## src/rtl/control_source_failover_arbiter_defines.svh

```systemverilog
// ----------------------------------------------------------------------------
// control_source_failover_arbiter_defines
// Assertion macros for the control source failover arbiter.
// ----------------------------------------------------------------------------
`ifndef CONTROL_SOURCE_FAILOVER_ARBITER_DEFINES_SVH
`define CONTROL_SOURCE_FAILOVER_ARBITER_DEFINES_SVH

`ifndef SYNTHESIS

// same-cycle implication
`define CFSFA_ASSERT_IMP(label, clk, rst_n, ante, cons) \
    label: assert property (@(posedge clk) disable iff (!rst_n) (ante) |-> (cons)) \
        else $error("cfsfa check failed");

// next-cycle implication
`define CFSFA_ASSERT_NEXT(label, clk, rst_n, ante, cons) \
    label: assert property (@(posedge clk) disable iff (!rst_n) (ante) |=> (cons)) \
        else $error("cfsfa check failed");

`else

`define CFSFA_ASSERT_IMP(label, clk, rst_n, ante, cons)
`define CFSFA_ASSERT_NEXT(label, clk, rst_n, ante, cons)

`endif

`endif

```

## src/rtl/cfsfa_pkg.sv

```systemverilog
// ----------------------------------------------------------------------------
// cfsfa_pkg
// Types and constants shared by the control source failover arbiter.
// ----------------------------------------------------------------------------
`default_nettype none

package cfsfa_pkg;

    localparam int unsigned MS_W      = 16;
    localparam int unsigned ELAPSED_W = 10;
    localparam int unsigned NUM_CH    = 4;
    localparam int unsigned NUM_CLAIM = 3;

    localparam logic [MS_W-1:0] TIMEOUT_RESET = 16'd500;
    localparam logic [MS_W-1:0] MS_MAX        = 16'hFFFF;

    // channel bit positions
    localparam int unsigned CH_FLIGHT   = 0;
    localparam int unsigned CH_ENGINE   = 1;
    localparam int unsigned CH_AVIONICS = 2;
    localparam int unsigned CH_PANEL    = 3;

    // claim channel code that names no channel
    localparam logic [1:0] CLAIM_NONE = 2'd3;

    typedef enum logic [1:0] {
        FUNC_TICK      = 2'd0,
        FUNC_HEARTBEAT = 2'd1,
        FUNC_SIM_STATE = 2'd2,
        FUNC_CLAIM     = 2'd3
    } func_t;

    typedef enum logic [1:0] {
        SRC_FROZEN     = 2'd0,
        SRC_HARDWARE   = 2'd1,
        SRC_VIRTUAL    = 2'd2,
        SRC_INSTRUCTOR = 2'd3
    } src_t;

    typedef struct packed {
        func_t                func;
        logic [ELAPSED_W-1:0] delta_ms;
        logic [NUM_CH-1:0]    health_mask;
        logic                 frozen_state;
        logic [1:0]           claim_channel;
        logic                 panel_forced_any;
    } item_t;

    typedef struct packed {
        logic [NUM_CH-1:0]    health;
        logic [NUM_CLAIM-1:0] claims;
        logic                 frozen;
        logic                 hb_seen;
        logic [MS_W-1:0]      ms_since_hb;
        src_t                 flight_src;
        src_t                 engine_src;
        src_t                 avionics_src;
        src_t                 panel_src;
    } state_t;

    typedef struct packed {
        src_t              flight_sel;
        src_t              engine_sel;
        src_t              avionics_sel;
        src_t              panel_sel;
        logic [NUM_CH-1:0] healthy_bits;
        logic [NUM_CH-1:0] fallback_alerts;
        logic              snapshot_strobe;
        logic              is_frozen;
    } result_t;

endpackage

`default_nettype wire

```

## src/rtl/cfsfa_if.sv

```systemverilog
// ----------------------------------------------------------------------------
// cfsfa_if
// Valid/ready channels for arbiter input items and result items.
// ----------------------------------------------------------------------------
`default_nettype none

interface cfsfa_in_if;
    logic       valid;
    logic       ready;
    logic [1:0] func;
    logic [9:0] delta_ms;
    logic [3:0] health_mask;
    logic       frozen_state;
    logic [1:0] claim_channel;
    logic       panel_forced_any;

    modport source (
        output valid, func, delta_ms, health_mask, frozen_state,
               claim_channel, panel_forced_any,
        input  ready
    );
    modport sink (
        input  valid, func, delta_ms, health_mask, frozen_state,
               claim_channel, panel_forced_any,
        output ready
    );
endinterface

interface cfsfa_out_if;
    logic       valid;
    logic       ready;
    logic [1:0] flight_sel;
    logic [1:0] engine_sel;
    logic [1:0] avionics_sel;
    logic [1:0] panel_sel;
    logic [3:0] healthy_bits;
    logic [3:0] fallback_alerts;
    logic       snapshot_strobe;
    logic       is_frozen;

    modport source (
        output valid, flight_sel, engine_sel, avionics_sel, panel_sel,
               healthy_bits, fallback_alerts, snapshot_strobe, is_frozen,
        input  ready
    );
    modport sink (
        input  valid, flight_sel, engine_sel, avionics_sel, panel_sel,
               healthy_bits, fallback_alerts, snapshot_strobe, is_frozen,
        output ready
    );
endinterface

`default_nettype wire

```

## src/rtl/control_source_failover_arbiter.sv

```systemverilog
// ----------------------------------------------------------------------------
// control_source_failover_arbiter
// Selects the driving source for the flight, engine, avionics and panel
// control channels, with heartbeat timeout failover and freeze handling.
// ----------------------------------------------------------------------------
//  port      | kind         | width       | role
//  in_ch     | valid/ready  | 20b payload | tick, heartbeat, sim state, claim
//  out_ch    | valid/ready  | 18b payload | sources, health, alerts, freeze
//  cfg_wr_*  | write strobe | 16b         | heartbeat timeout in ms
//
//  One beat per cycle sustained while out_ch is ready; each beat is held in
//  the input register and then resolved into the result register.
//  A stalled result holds; input keeps flowing until both registers fill.
//  Reset: all channels unhealthy, no claims, not frozen, sources virtual,
//  timeout 500 ms.
// ----------------------------------------------------------------------------
`default_nettype none
`include "control_source_failover_arbiter_defines.svh"

module control_source_failover_arbiter (
    input  logic                       clk,
    input  logic                       rst_n,
    input  logic                       cfg_wr_en,
    input  logic [cfsfa_pkg::MS_W-1:0] cfg_wr_data,
    cfsfa_in_if.sink                   in_ch,
    cfsfa_out_if.source                out_ch
);
    import cfsfa_pkg::*;

    logic            in_valid_reg;
    item_t           item_reg;
    logic            out_valid_reg;
    result_t         res_reg;
    state_t          state_reg;
    state_t          state_next;
    result_t         res_next;
    logic [MS_W-1:0] timeout_reg;
    logic            advance;
    state_t          state_rst;

    assign advance     = in_valid_reg && (!out_valid_reg || out_ch.ready);
    assign in_ch.ready = !in_valid_reg || advance;

    always_comb
    begin
        state_rst              = '0;
        state_rst.flight_src   = SRC_VIRTUAL;
        state_rst.engine_src   = SRC_VIRTUAL;
        state_rst.avionics_src = SRC_VIRTUAL;
        state_rst.panel_src    = SRC_VIRTUAL;
    end

    always_ff @(posedge clk or negedge rst_n)
    begin
        if (!rst_n)
            timeout_reg <= TIMEOUT_RESET;
        else if (cfg_wr_en)
            timeout_reg <= cfg_wr_data;
    end

    always_ff @(posedge clk or negedge rst_n)
    begin
        if (!rst_n)
            in_valid_reg <= 1'b0;
        else if (in_ch.ready)
            in_valid_reg <= in_ch.valid;
    end

    always_ff @(posedge clk)
    begin
        if (in_ch.ready && in_ch.valid)
        begin
            item_reg.func             <= func_t'(in_ch.func);
            item_reg.delta_ms         <= in_ch.delta_ms;
            item_reg.health_mask      <= in_ch.health_mask;
            item_reg.frozen_state     <= in_ch.frozen_state;
            item_reg.claim_channel    <= in_ch.claim_channel;
            item_reg.panel_forced_any <= in_ch.panel_forced_any;
        end
    end

    cfsfa_step u_step (
        .cur        (state_reg),
        .item       (item_reg),
        .timeout_ms (timeout_reg),
        .nxt        (state_next),
        .res        (res_next)
    );

    always_ff @(posedge clk or negedge rst_n)
    begin
        if (!rst_n)
            state_reg <= state_rst;
        else if (advance)
            state_reg <= state_next;
    end

    always_ff @(posedge clk or negedge rst_n)
    begin
        if (!rst_n)
            out_valid_reg <= 1'b0;
        else if (advance)
            out_valid_reg <= 1'b1;
        else if (out_ch.ready)
            out_valid_reg <= 1'b0;
    end

    always_ff @(posedge clk)
    begin
        if (advance)
            res_reg <= res_next;
    end

    assign out_ch.valid           = out_valid_reg;
    assign out_ch.flight_sel      = res_reg.flight_sel;
    assign out_ch.engine_sel      = res_reg.engine_sel;
    assign out_ch.avionics_sel    = res_reg.avionics_sel;
    assign out_ch.panel_sel       = res_reg.panel_sel;
    assign out_ch.healthy_bits    = res_reg.healthy_bits;
    assign out_ch.fallback_alerts = res_reg.fallback_alerts;
    assign out_ch.snapshot_strobe = res_reg.snapshot_strobe;
    assign out_ch.is_frozen       = res_reg.is_frozen;

    // a strobe only comes with the frozen flag set
    `CFSFA_ASSERT_IMP(a_strobe_frozen, clk, rst_n, out_valid_reg && res_reg.snapshot_strobe, res_reg.is_frozen)
    // an alerted channel is unhealthy after that beat
    `CFSFA_ASSERT_IMP(a_alert_unhealthy, clk, rst_n, out_valid_reg, (res_reg.fallback_alerts & res_reg.healthy_bits) == '0)
    // instructor claims never drop
    `CFSFA_ASSERT_NEXT(a_claims_sticky, clk, rst_n, 1'b1, (state_reg.claims & $past(state_reg.claims)) == $past(state_reg.claims))

endmodule

`default_nettype wire

```

## src/rtl/cfsfa_step.sv

```systemverilog
// ----------------------------------------------------------------------------
// cfsfa_step
// Next-state and result logic for one item: time count, health, claims,
// freeze and per-channel source resolution.
// ----------------------------------------------------------------------------
`default_nettype none

module cfsfa_step (
    input  cfsfa_pkg::state_t          cur,
    input  cfsfa_pkg::item_t           item,
    input  logic [cfsfa_pkg::MS_W-1:0] timeout_ms,
    output cfsfa_pkg::state_t          nxt,
    output cfsfa_pkg::result_t         res
);
    import cfsfa_pkg::*;

    function automatic src_t pick_source(input logic claimed, input logic healthy);
        if (claimed)
            return SRC_INSTRUCTOR;
        else if (healthy)
            return SRC_HARDWARE;
        else
            return SRC_VIRTUAL;
    endfunction

    logic [MS_W:0]     ms_sum;
    logic [MS_W-1:0]   ms_sat;
    logic [NUM_CH-1:0] alerts;
    logic              strobe;

    assign ms_sum = {1'b0, cur.ms_since_hb} + {{(MS_W + 1 - ELAPSED_W){1'b0}}, item.delta_ms};
    assign ms_sat = ms_sum[MS_W] ? MS_MAX : ms_sum[MS_W-1:0];

    always_comb
    begin
        nxt             = cur;
        nxt.ms_since_hb = ms_sat;
        alerts          = '0;
        strobe          = 1'b0;

        case (item.func)
            FUNC_HEARTBEAT:
            begin
                alerts          = cur.health & ~item.health_mask;
                nxt.health      = item.health_mask;
                nxt.ms_since_hb = '0;
                nxt.hb_seen     = 1'b1;
            end
            FUNC_SIM_STATE:
            begin
                strobe     = item.frozen_state & ~cur.frozen;
                nxt.frozen = item.frozen_state;
            end
            FUNC_CLAIM:
            begin
                if (item.claim_channel != CLAIM_NONE)
                    nxt.claims = cur.claims | (NUM_CLAIM'(1) << item.claim_channel);
            end
            FUNC_TICK:
            begin
                if (cur.hb_seen && (ms_sat > timeout_ms))
                begin
                    alerts     = cur.health;
                    nxt.health = '0;
                end
                if (cur.frozen)
                begin
                    nxt.flight_src   = SRC_FROZEN;
                    nxt.engine_src   = SRC_FROZEN;
                    nxt.avionics_src = SRC_FROZEN;
                    nxt.panel_src    = SRC_FROZEN;
                end
                else
                begin
                    nxt.flight_src   = pick_source(cur.claims[CH_FLIGHT],
                                                   nxt.health[CH_FLIGHT]);
                    nxt.engine_src   = pick_source(cur.claims[CH_ENGINE],
                                                   nxt.health[CH_ENGINE]);
                    nxt.avionics_src = pick_source(cur.claims[CH_AVIONICS],
                                                   nxt.health[CH_AVIONICS]);
                    nxt.panel_src    = pick_source(item.panel_forced_any,
                                                   nxt.health[CH_PANEL]);
                end
            end
            default:
            begin
                nxt = cur;
            end
        endcase
    end

    always_comb
    begin
        res.flight_sel      = nxt.flight_src;
        res.engine_sel      = nxt.engine_src;
        res.avionics_sel    = nxt.avionics_src;
        res.panel_sel       = nxt.panel_src;
        res.healthy_bits    = nxt.health;
        res.fallback_alerts = alerts;
        res.snapshot_strobe = strobe;
        res.is_frozen       = nxt.frozen;
    end

endmodule

`default_nettype wire
```

## src/flat_wrapper.sv

```systemverilog
// flat-port wrapper written by rule: the top's interface ports become plain ports
module control_source_failover_arbiter_flat import cfsfa_pkg::*;
  (clk, rst_n, cfg_wr_en, cfg_wr_data, in_ch_valid, in_ch_func, in_ch_delta_ms, in_ch_health_mask, in_ch_frozen_state, in_ch_claim_channel, in_ch_panel_forced_any, in_ch_ready, out_ch_valid, out_ch_flight_sel, out_ch_engine_sel, out_ch_avionics_sel, out_ch_panel_sel, out_ch_healthy_bits, out_ch_fallback_alerts, out_ch_snapshot_strobe, out_ch_is_frozen, out_ch_ready);
  cfsfa_in_if in_ch_i ();
  cfsfa_out_if out_ch_i ();
  input  logic clk;
  input  logic rst_n;
  input  logic cfg_wr_en;
  input  logic [cfsfa_pkg::MS_W-1:0] cfg_wr_data;
  input wire logic [$bits(in_ch_i.valid)-1:0] in_ch_valid;
  input wire logic [$bits(in_ch_i.func)-1:0] in_ch_func;
  input wire logic [$bits(in_ch_i.delta_ms)-1:0] in_ch_delta_ms;
  input wire logic [$bits(in_ch_i.health_mask)-1:0] in_ch_health_mask;
  input wire logic [$bits(in_ch_i.frozen_state)-1:0] in_ch_frozen_state;
  input wire logic [$bits(in_ch_i.claim_channel)-1:0] in_ch_claim_channel;
  input wire logic [$bits(in_ch_i.panel_forced_any)-1:0] in_ch_panel_forced_any;
  output wire logic [$bits(in_ch_i.ready)-1:0] in_ch_ready;
  output wire logic [$bits(out_ch_i.valid)-1:0] out_ch_valid;
  output wire logic [$bits(out_ch_i.flight_sel)-1:0] out_ch_flight_sel;
  output wire logic [$bits(out_ch_i.engine_sel)-1:0] out_ch_engine_sel;
  output wire logic [$bits(out_ch_i.avionics_sel)-1:0] out_ch_avionics_sel;
  output wire logic [$bits(out_ch_i.panel_sel)-1:0] out_ch_panel_sel;
  output wire logic [$bits(out_ch_i.healthy_bits)-1:0] out_ch_healthy_bits;
  output wire logic [$bits(out_ch_i.fallback_alerts)-1:0] out_ch_fallback_alerts;
  output wire logic [$bits(out_ch_i.snapshot_strobe)-1:0] out_ch_snapshot_strobe;
  output wire logic [$bits(out_ch_i.is_frozen)-1:0] out_ch_is_frozen;
  input wire logic [$bits(out_ch_i.ready)-1:0] out_ch_ready;
  assign in_ch_i.valid = in_ch_valid;
  assign in_ch_i.func = in_ch_func;
  assign in_ch_i.delta_ms = in_ch_delta_ms;
  assign in_ch_i.health_mask = in_ch_health_mask;
  assign in_ch_i.frozen_state = in_ch_frozen_state;
  assign in_ch_i.claim_channel = in_ch_claim_channel;
  assign in_ch_i.panel_forced_any = in_ch_panel_forced_any;
  assign in_ch_ready = in_ch_i.ready;
  assign out_ch_valid = out_ch_i.valid;
  assign out_ch_flight_sel = out_ch_i.flight_sel;
  assign out_ch_engine_sel = out_ch_i.engine_sel;
  assign out_ch_avionics_sel = out_ch_i.avionics_sel;
  assign out_ch_panel_sel = out_ch_i.panel_sel;
  assign out_ch_healthy_bits = out_ch_i.healthy_bits;
  assign out_ch_fallback_alerts = out_ch_i.fallback_alerts;
  assign out_ch_snapshot_strobe = out_ch_i.snapshot_strobe;
  assign out_ch_is_frozen = out_ch_i.is_frozen;
  assign out_ch_i.ready = out_ch_ready;
  control_source_failover_arbiter u_core (.clk(clk), .rst_n(rst_n), .cfg_wr_en(cfg_wr_en), .cfg_wr_data(cfg_wr_data), .in_ch(in_ch_i), .out_ch(out_ch_i));
endmodule
```

## config.mk

```make
export PLATFORM = sky130hd
export DESIGN_NAME = control_source_failover_arbiter_flat
export DESIGN_NICKNAME = d
export VERILOG_FILES = /design/src/rtl/cfsfa_pkg.sv /design/src/rtl/cfsfa_if.sv /design/src/rtl/control_source_failover_arbiter.sv /design/src/rtl/cfsfa_step.sv /design/src/flat_wrapper.sv
export VERILOG_INCLUDE_DIRS = /design/src /design/src/rtl
export SDC_FILE = /design/constraint.sdc
export NUM_CORES = 1
export LEC_CHECK = 0
export ABC_AREA = 1
export BUFFER_PORTS_ARGS = -buffer_cell sky130_fd_sc_hd__buf_4
export CAP_MARGIN = 20
export CORE_ASPECT_RATIO = 1.75
export CORE_UTILIZATION = 59
export DETAILED_ROUTE_END_ITERATION = 8
export PLACE_DENSITY_LB_ADDON = 0.08
export SLEW_MARGIN = 20
export SYNTH_ARGS = -nofsm -noshare
export SYNTH_HDL_FRONTEND = slang
export SYNTH_HIERARCHICAL = 1
export SYNTH_SLANG_ARGS = --single-unit
```

## constraint.sdc

```tcl
create_clock -name clk -period 4.1 [get_ports clk]
set_clock_uncertainty 0.15 [all_clocks]
set_input_delay 0.205 -clock clk [delete_from_list [all_inputs] [get_ports clk]]
set_output_delay 0.205 -clock clk [all_outputs]
set_load 0.05 [all_outputs]
```

* Yosys cells after proc, flatten, opt, wreduce, memory -nomap -nowiden
Index checks and enable logic that the tools add are counted.
Widths: inputs -> output; s select.
** Cells by class
- Muxes and demuxes :: 20
- Shift-type cells :: 1
- Eq/ne operators :: 4
- Reduce and logical (&&, ||, !) cells :: 11
- Bitwise logic cells :: 5
- Order comparisons :: 1
- Add/sub/neg operators :: 1
** Operators with widths (count)
- $mux 16 :: 2
- $add 16x10->17 :: 1
- $gt 16x16->1 :: 1
- $mux 2 :: 8
- $mux 8 :: 2
- $pmux 4 s2 :: 2
- $mux 4 :: 3
- $and 4x4->4 :: 1
- $eq 2x2->1 const B :: 2
- $not 4->4 :: 1
- $logic_and 1x1->1 :: 3
- $mux 1 :: 3
- $or 3x3->3 :: 1
- $reduce_and 3->1 :: 1
- $shl 1x2->3 const A :: 1
- $eq 2x1->1 const B :: 1
- $logic_not 1->1 :: 2
- $logic_not 2->1 :: 1
- $logic_or 1x1->1 :: 2
- $ne 2x2->1 const B :: 1
- $reduce_and 2->1 :: 1
- $reduce_bool 2->1 :: 1
- $and 1x1->1 :: 1
- $not 1->1 :: 1
** Word-level totals
- Input bits :: 41
- Logic and storage cells :: 69
- Flip-flop bits (word level) :: 89
- Output and inout port bits :: 20

* Depth between registers and ports, before layout
- Word-level depth :: 10
- Gate-level depth with buffers :: 27
- Depth with buffers taken out :: 26

* Modules after synthesis
Netlist, hierarchy kept.
** By module, submodules not included
- control_source_failover_arbiter :: instances 1, area an instance 3205.6 um^2, cells an instance 258, sequential area each 2429.8 um^2
- cfsfa_step :: instances 1, area an instance 1878.1 um^2, cells an instance 352, sequential area each 0.0 um^2

* Least setup slack after synthesis
OpenSTA, ideal clock, no wires.
- Kind :: flip-flop to flip-flop
- From :: register u_core/state_reg[8] (netlist bit)
- To :: register u_core.res_reg, in the netlist u_core/out_ch.avionics_sel[1], data pin
- Stages on the path, launching flop included :: 24
- Path slack :: 0.767 ns
- Buffers on the path :: 3
- Setup time :: 0.251 ns
- Required time :: 3.699 ns
- Arrival time :: 2.932 ns
- Period minus slack after synthesis :: 3.333 ns
- Path through :: dfrtp_1 ha_1 fa_1 nand2_1 nand3_1 nand3_1 nand2_2 nand2_2 nand2_4 inv_4 buf_8 nand2_1 ha_1 a21o_1 nor2_1 nand2_1 nand2_1 nand2_1 nand2_2 buf_2 nand3_1 nand2_1 nand2_1 buf_4
** RTL lines
- start, declared :: RTL line control_source_failover_arbiter.sv:34 : state_t state_reg;
- start signal, assigned :: RTL line control_source_failover_arbiter.sv:93 : state_reg <= state_rst;
- start signal, assigned :: RTL line control_source_failover_arbiter.sv:95 : state_reg <= state_next;
- end signal, assigned :: RTL line control_source_failover_arbiter.sv:111 : res_reg <= res_next;
- end, declared :: RTL line control_source_failover_arbiter.sv:33 : result_t res_reg;

==> results.sh <==
export IMPL_status="finished clean"
export IMPL_synthArstFlopShare_pct=57.3
export IMPL_initial_antenna_violation_count=0
export IMPL_powerDensity_nw_per_um2=593
export IMPL_worst_r2r_setup_slack_ns=0.41
export IMPL_global_route_usage_total_pct=29.1
export IMPL_regArea_um2=2430
export IMPL_yosys_warnings=6
export IMPL_htree_levels=3
export IMPL_post_synth_top_area_fraction_pct=22.4
export IMPL_number_of_cts_inserted_buffers=9
export IMPL_final_setup_viol_count=0
export IMPL_ios=61
export IMPL_post_synth_main_area_contributors="edfxtp_1 (22%), dfrtp_1 (20%), nand2_1 (16%)"
export IMPL_antenna_cells=0
export IMPL_syn_inst=610
export IMPL_cts_reportedPaths_clkPinSlew_ns=0.06
export IMPL_layout_drive_gt1_share_pct=16.6
export IMPL_clock_insertion_delay_worst_skew_ns=0.35
export IMPL_timing_worst_slew_pin_value_ns=1.01
export IMPL_worstPathRequired_ns=4.23
export IMPL_drc=0
export IMPL_grt_max_degree=52
export IMPL_fin_setup_tns_ns=0
export IMPL_cts_root_buffer_cell="clkbuf_16"
export IMPL_routed_via_count=4288
export IMPL_synthesis_nets=678
export IMPL_clock_path_buffers=2
export IMPL_ys_seq_elements=89
export IMPL_hold_path_class="in -> reg"
export IMPL_synth_edff_count=38
export IMPL_filler_cell_count=619
export IMPL_crit_path_launch_type="flip-flop"
export IMPL_dominantRegCellSynth="dfrtp_1"
export IMPL_synth_distinct_cells=39
export IMPL_synth_yosys_seq_area_share_pct=47.8
export IMPL_yosysTopAreaCell="edfxtp_1"
export IMPL_pre_cts_ws_ns=0.469
export IMPL_clock_fmax_ghz=0.271
export IMPL_nets=757
export IMPL_detailedRoute_firstIterationViolations=265
export IMPL_routed_wl_mm=11.9
export IMPL_max_cap_violations=0
export IMPL_minimum_setup_slack_in_the_final_design_ns=0.405
export IMPL_total_leakage_power_nw=3.14
export IMPL_number_of_flip_flops_in_the_largest_register=33
export IMPL_final_max_slew_viol_count=0
export IMPL_synth_area_um2=5080
export IMPL_input_output_buffers=60
export IMPL_flow_area_growth_from_synthesis_pct=20.4
export IMPL_count_of_endpoints_failing_hold_in_the_final_timing_report=0
export IMPL_grt_first_pass_wirelength_mm=19.9
export IMPL_viasPerCell=5.30
export IMPL_tritoncts="built"
export IMPL_ant_nets=0
export IMPL_syn_area_per_cell_um2=8.33
export IMPL_critical_path_max_fanout=16
export IMPL_first_global_vias=4383
export IMPL_slew_headroom_pct=32.6
export IMPL_detailedRoute_firstPassIterationCount=6
export IMPL_postCtsSetupBuffers=0
export IMPL_routed_wire_length_per_instance_um=14.7
export IMPL_critical_path_endpoint_type="flip-flop"
export IMPL_unrepaired_setup_endpoints_after_global_routing="false"
export IMPL_final_min_clock_period_ns=3.69
export IMPL_irDropWorstVdd_uv=329
export IMPL_final_min_period_over_clock_period_pct=90.1
export IMPL_floorplan_die_area_um2=9010
export IMPL_fp_dieH_um=125
export IMPL_area_of_the_multi_input_gates_um2=2080
export IMPL_hpwl_detailed_mm=8.22
export IMPL_initial_core_util_pct=61.2
export IMPL_gp_congestion=0.893
export IMPL_critPathKind="reg -> reg"
export IMPL_fp_row_count=44
export IMPL_cts_num_sinks=89
export IMPL_critical_path_arrival_ns=3.83
export IMPL_globalRouteOverflowTotal=0
export IMPL_core_box_area_um2=8310
export IMPL_fp_dieW_um=72.2
-- cell usage in the layout (no fill, tap or decap), types with 2 or more instances in the layout --
cell type,synthesis,routed
a21o_1,3,3
a21oi_1,11,11
a21oi_2,6,6
buf_4,17,62
clkbuf_16,0,9
clkbuf_8,0,2
clkinvlp_4,0,2
dfrtp_1,41,41
dfstp_2,10,10
dlygate4sd3_1,0,38
edfxtp_1,38,38
ha_1,26,26
inv_1,81,81
inv_2,5,5
inv_6,0,2
nand2_1,210,210
nand2_2,5,5
nand2_4,2,2
nand3_1,66,66
nand3_4,2,2
nand4_1,6,6
nor2_1,18,18
nor2_2,2,2
nor4_1,2,2
o21ai_0,24,24
o22ai_1,2,2
o31ai_1,3,3
xor2_1,4,4
-- stage by stage --
stage	power, mW	hold WS, ns	std cells	instance area (um^2)	util, %
final	3.63	0.0380	809	6120	73.6
after global routing	3.88	0.0543	809	6120	73.6
after CTS	3.62	0.0239	809	6120	73.6
after detailed placement	2.79	0.148	755	5450	65.5
after global placement	2.75	0.129	755	5450	65.5
after floorplan	2.48	-0.241	610	5080	-
-- per-layer routing --
metal  track usage [%]  wire length (um)  vias to the layer above  share of wire, %
li1                  -                 -                     2102                 -
met1              30.1              4380                     1988                37
met2              51.3              6360                      151                53
met3              5.02               464                       47               3.9
met4              20.3               719                        0               6.0
met5                 0                 0                        -                 0
-- path summary, 6_finish.rpt --
check                                    start              endpoint  cells after the start
max                        u_core/state_reg[8]   u_core/state_reg[4]                     22
min                               out_ch_ready   u_core/in_valid_reg                      4
max reg2reg                u_core/state_reg[8]   u_core/state_reg[4]                     22
min reg2reg                u_core/state_reg[3]   u_core/state_reg[3]                      2
max in group asynchronous                rst_n  u_core/state_reg[12]                      2
min in group asynchronous                rst_n  u_core/state_reg[29]                      2
-- synth_stat cells, types with 3 or more instances --
cell,n
buf_4,17
nand2_1,210
nor2_1,18
xor2_1,4
buf_2,8
nand4_1,6
a21oi_2,6
dfstp_2,10
buf_6,3
dfrtp_1,41
o21ai_0,24
a21o_1,3
o31ai_1,3
a21oi_1,11
edfxtp_1,38
ha_1,26
inv_1,81
nand2_2,5
inv_2,5
nand3_1,66
-- cell type report --
class,count,area share [%]
timing repair buffer,100,13.8
tap,115,2.35
clock inverter,5,0.613
clock buffer,11,4.13
inverter,87,5.38
multi-input combinational,402,34.0
sequential,89,39.7
-- repair_timing --
| action | 4_1_cts | 5_1_grt |
|---|---|---|
| endpoints found under the setup margin | 0 | 0 |
| hold endpoints to repair | 78 | 0 |
| hold buffers | 38 | 0 |
| gates resized for setup | 0 | 0 |
-- report_power, final --
part	internal, mW	switching [mW]	total (mW)
Sequential	1.17	0.159	1.33
Clock	0.447	0.347	0.793
Combinational	0.543	0.958	1.50
-- critical path, stage by stage, from the launching register on --
cell	delay, ns
dfrtp_1	0.39
ha_1	0.24
fa_1	0.38
nand2_1	0.10
nand3_1	0.09
nand3_1	0.09
nand2_2	0.08
nand2_2	0.08
nand2_4	0.06
inv_4	0.19
nand3_1	0.14
ha_1	0.31
a21oi_1	0.24
o21ai_0	0.12
a21oi_1	0.13
nand2_1	0.08
nand2_2	0.25
nand2_1	0.10
nand2_1	0.07
nand2_1	0.04
nand2_1	0.09
nand3_1	0.08
nand2_1	0.09
-- cells by family after synthesis --
| kind of cell | synth area share (%) |
|---|---|
| xor+xnor | 0.689 |
| fa+ha+maj | 6.79 |
| simple gates | 27.4 |
| compound gates | 6.01 |
| flops | 47.8 |
| buf+inv | 11.3 |
(Power assumes the default switching activity.)
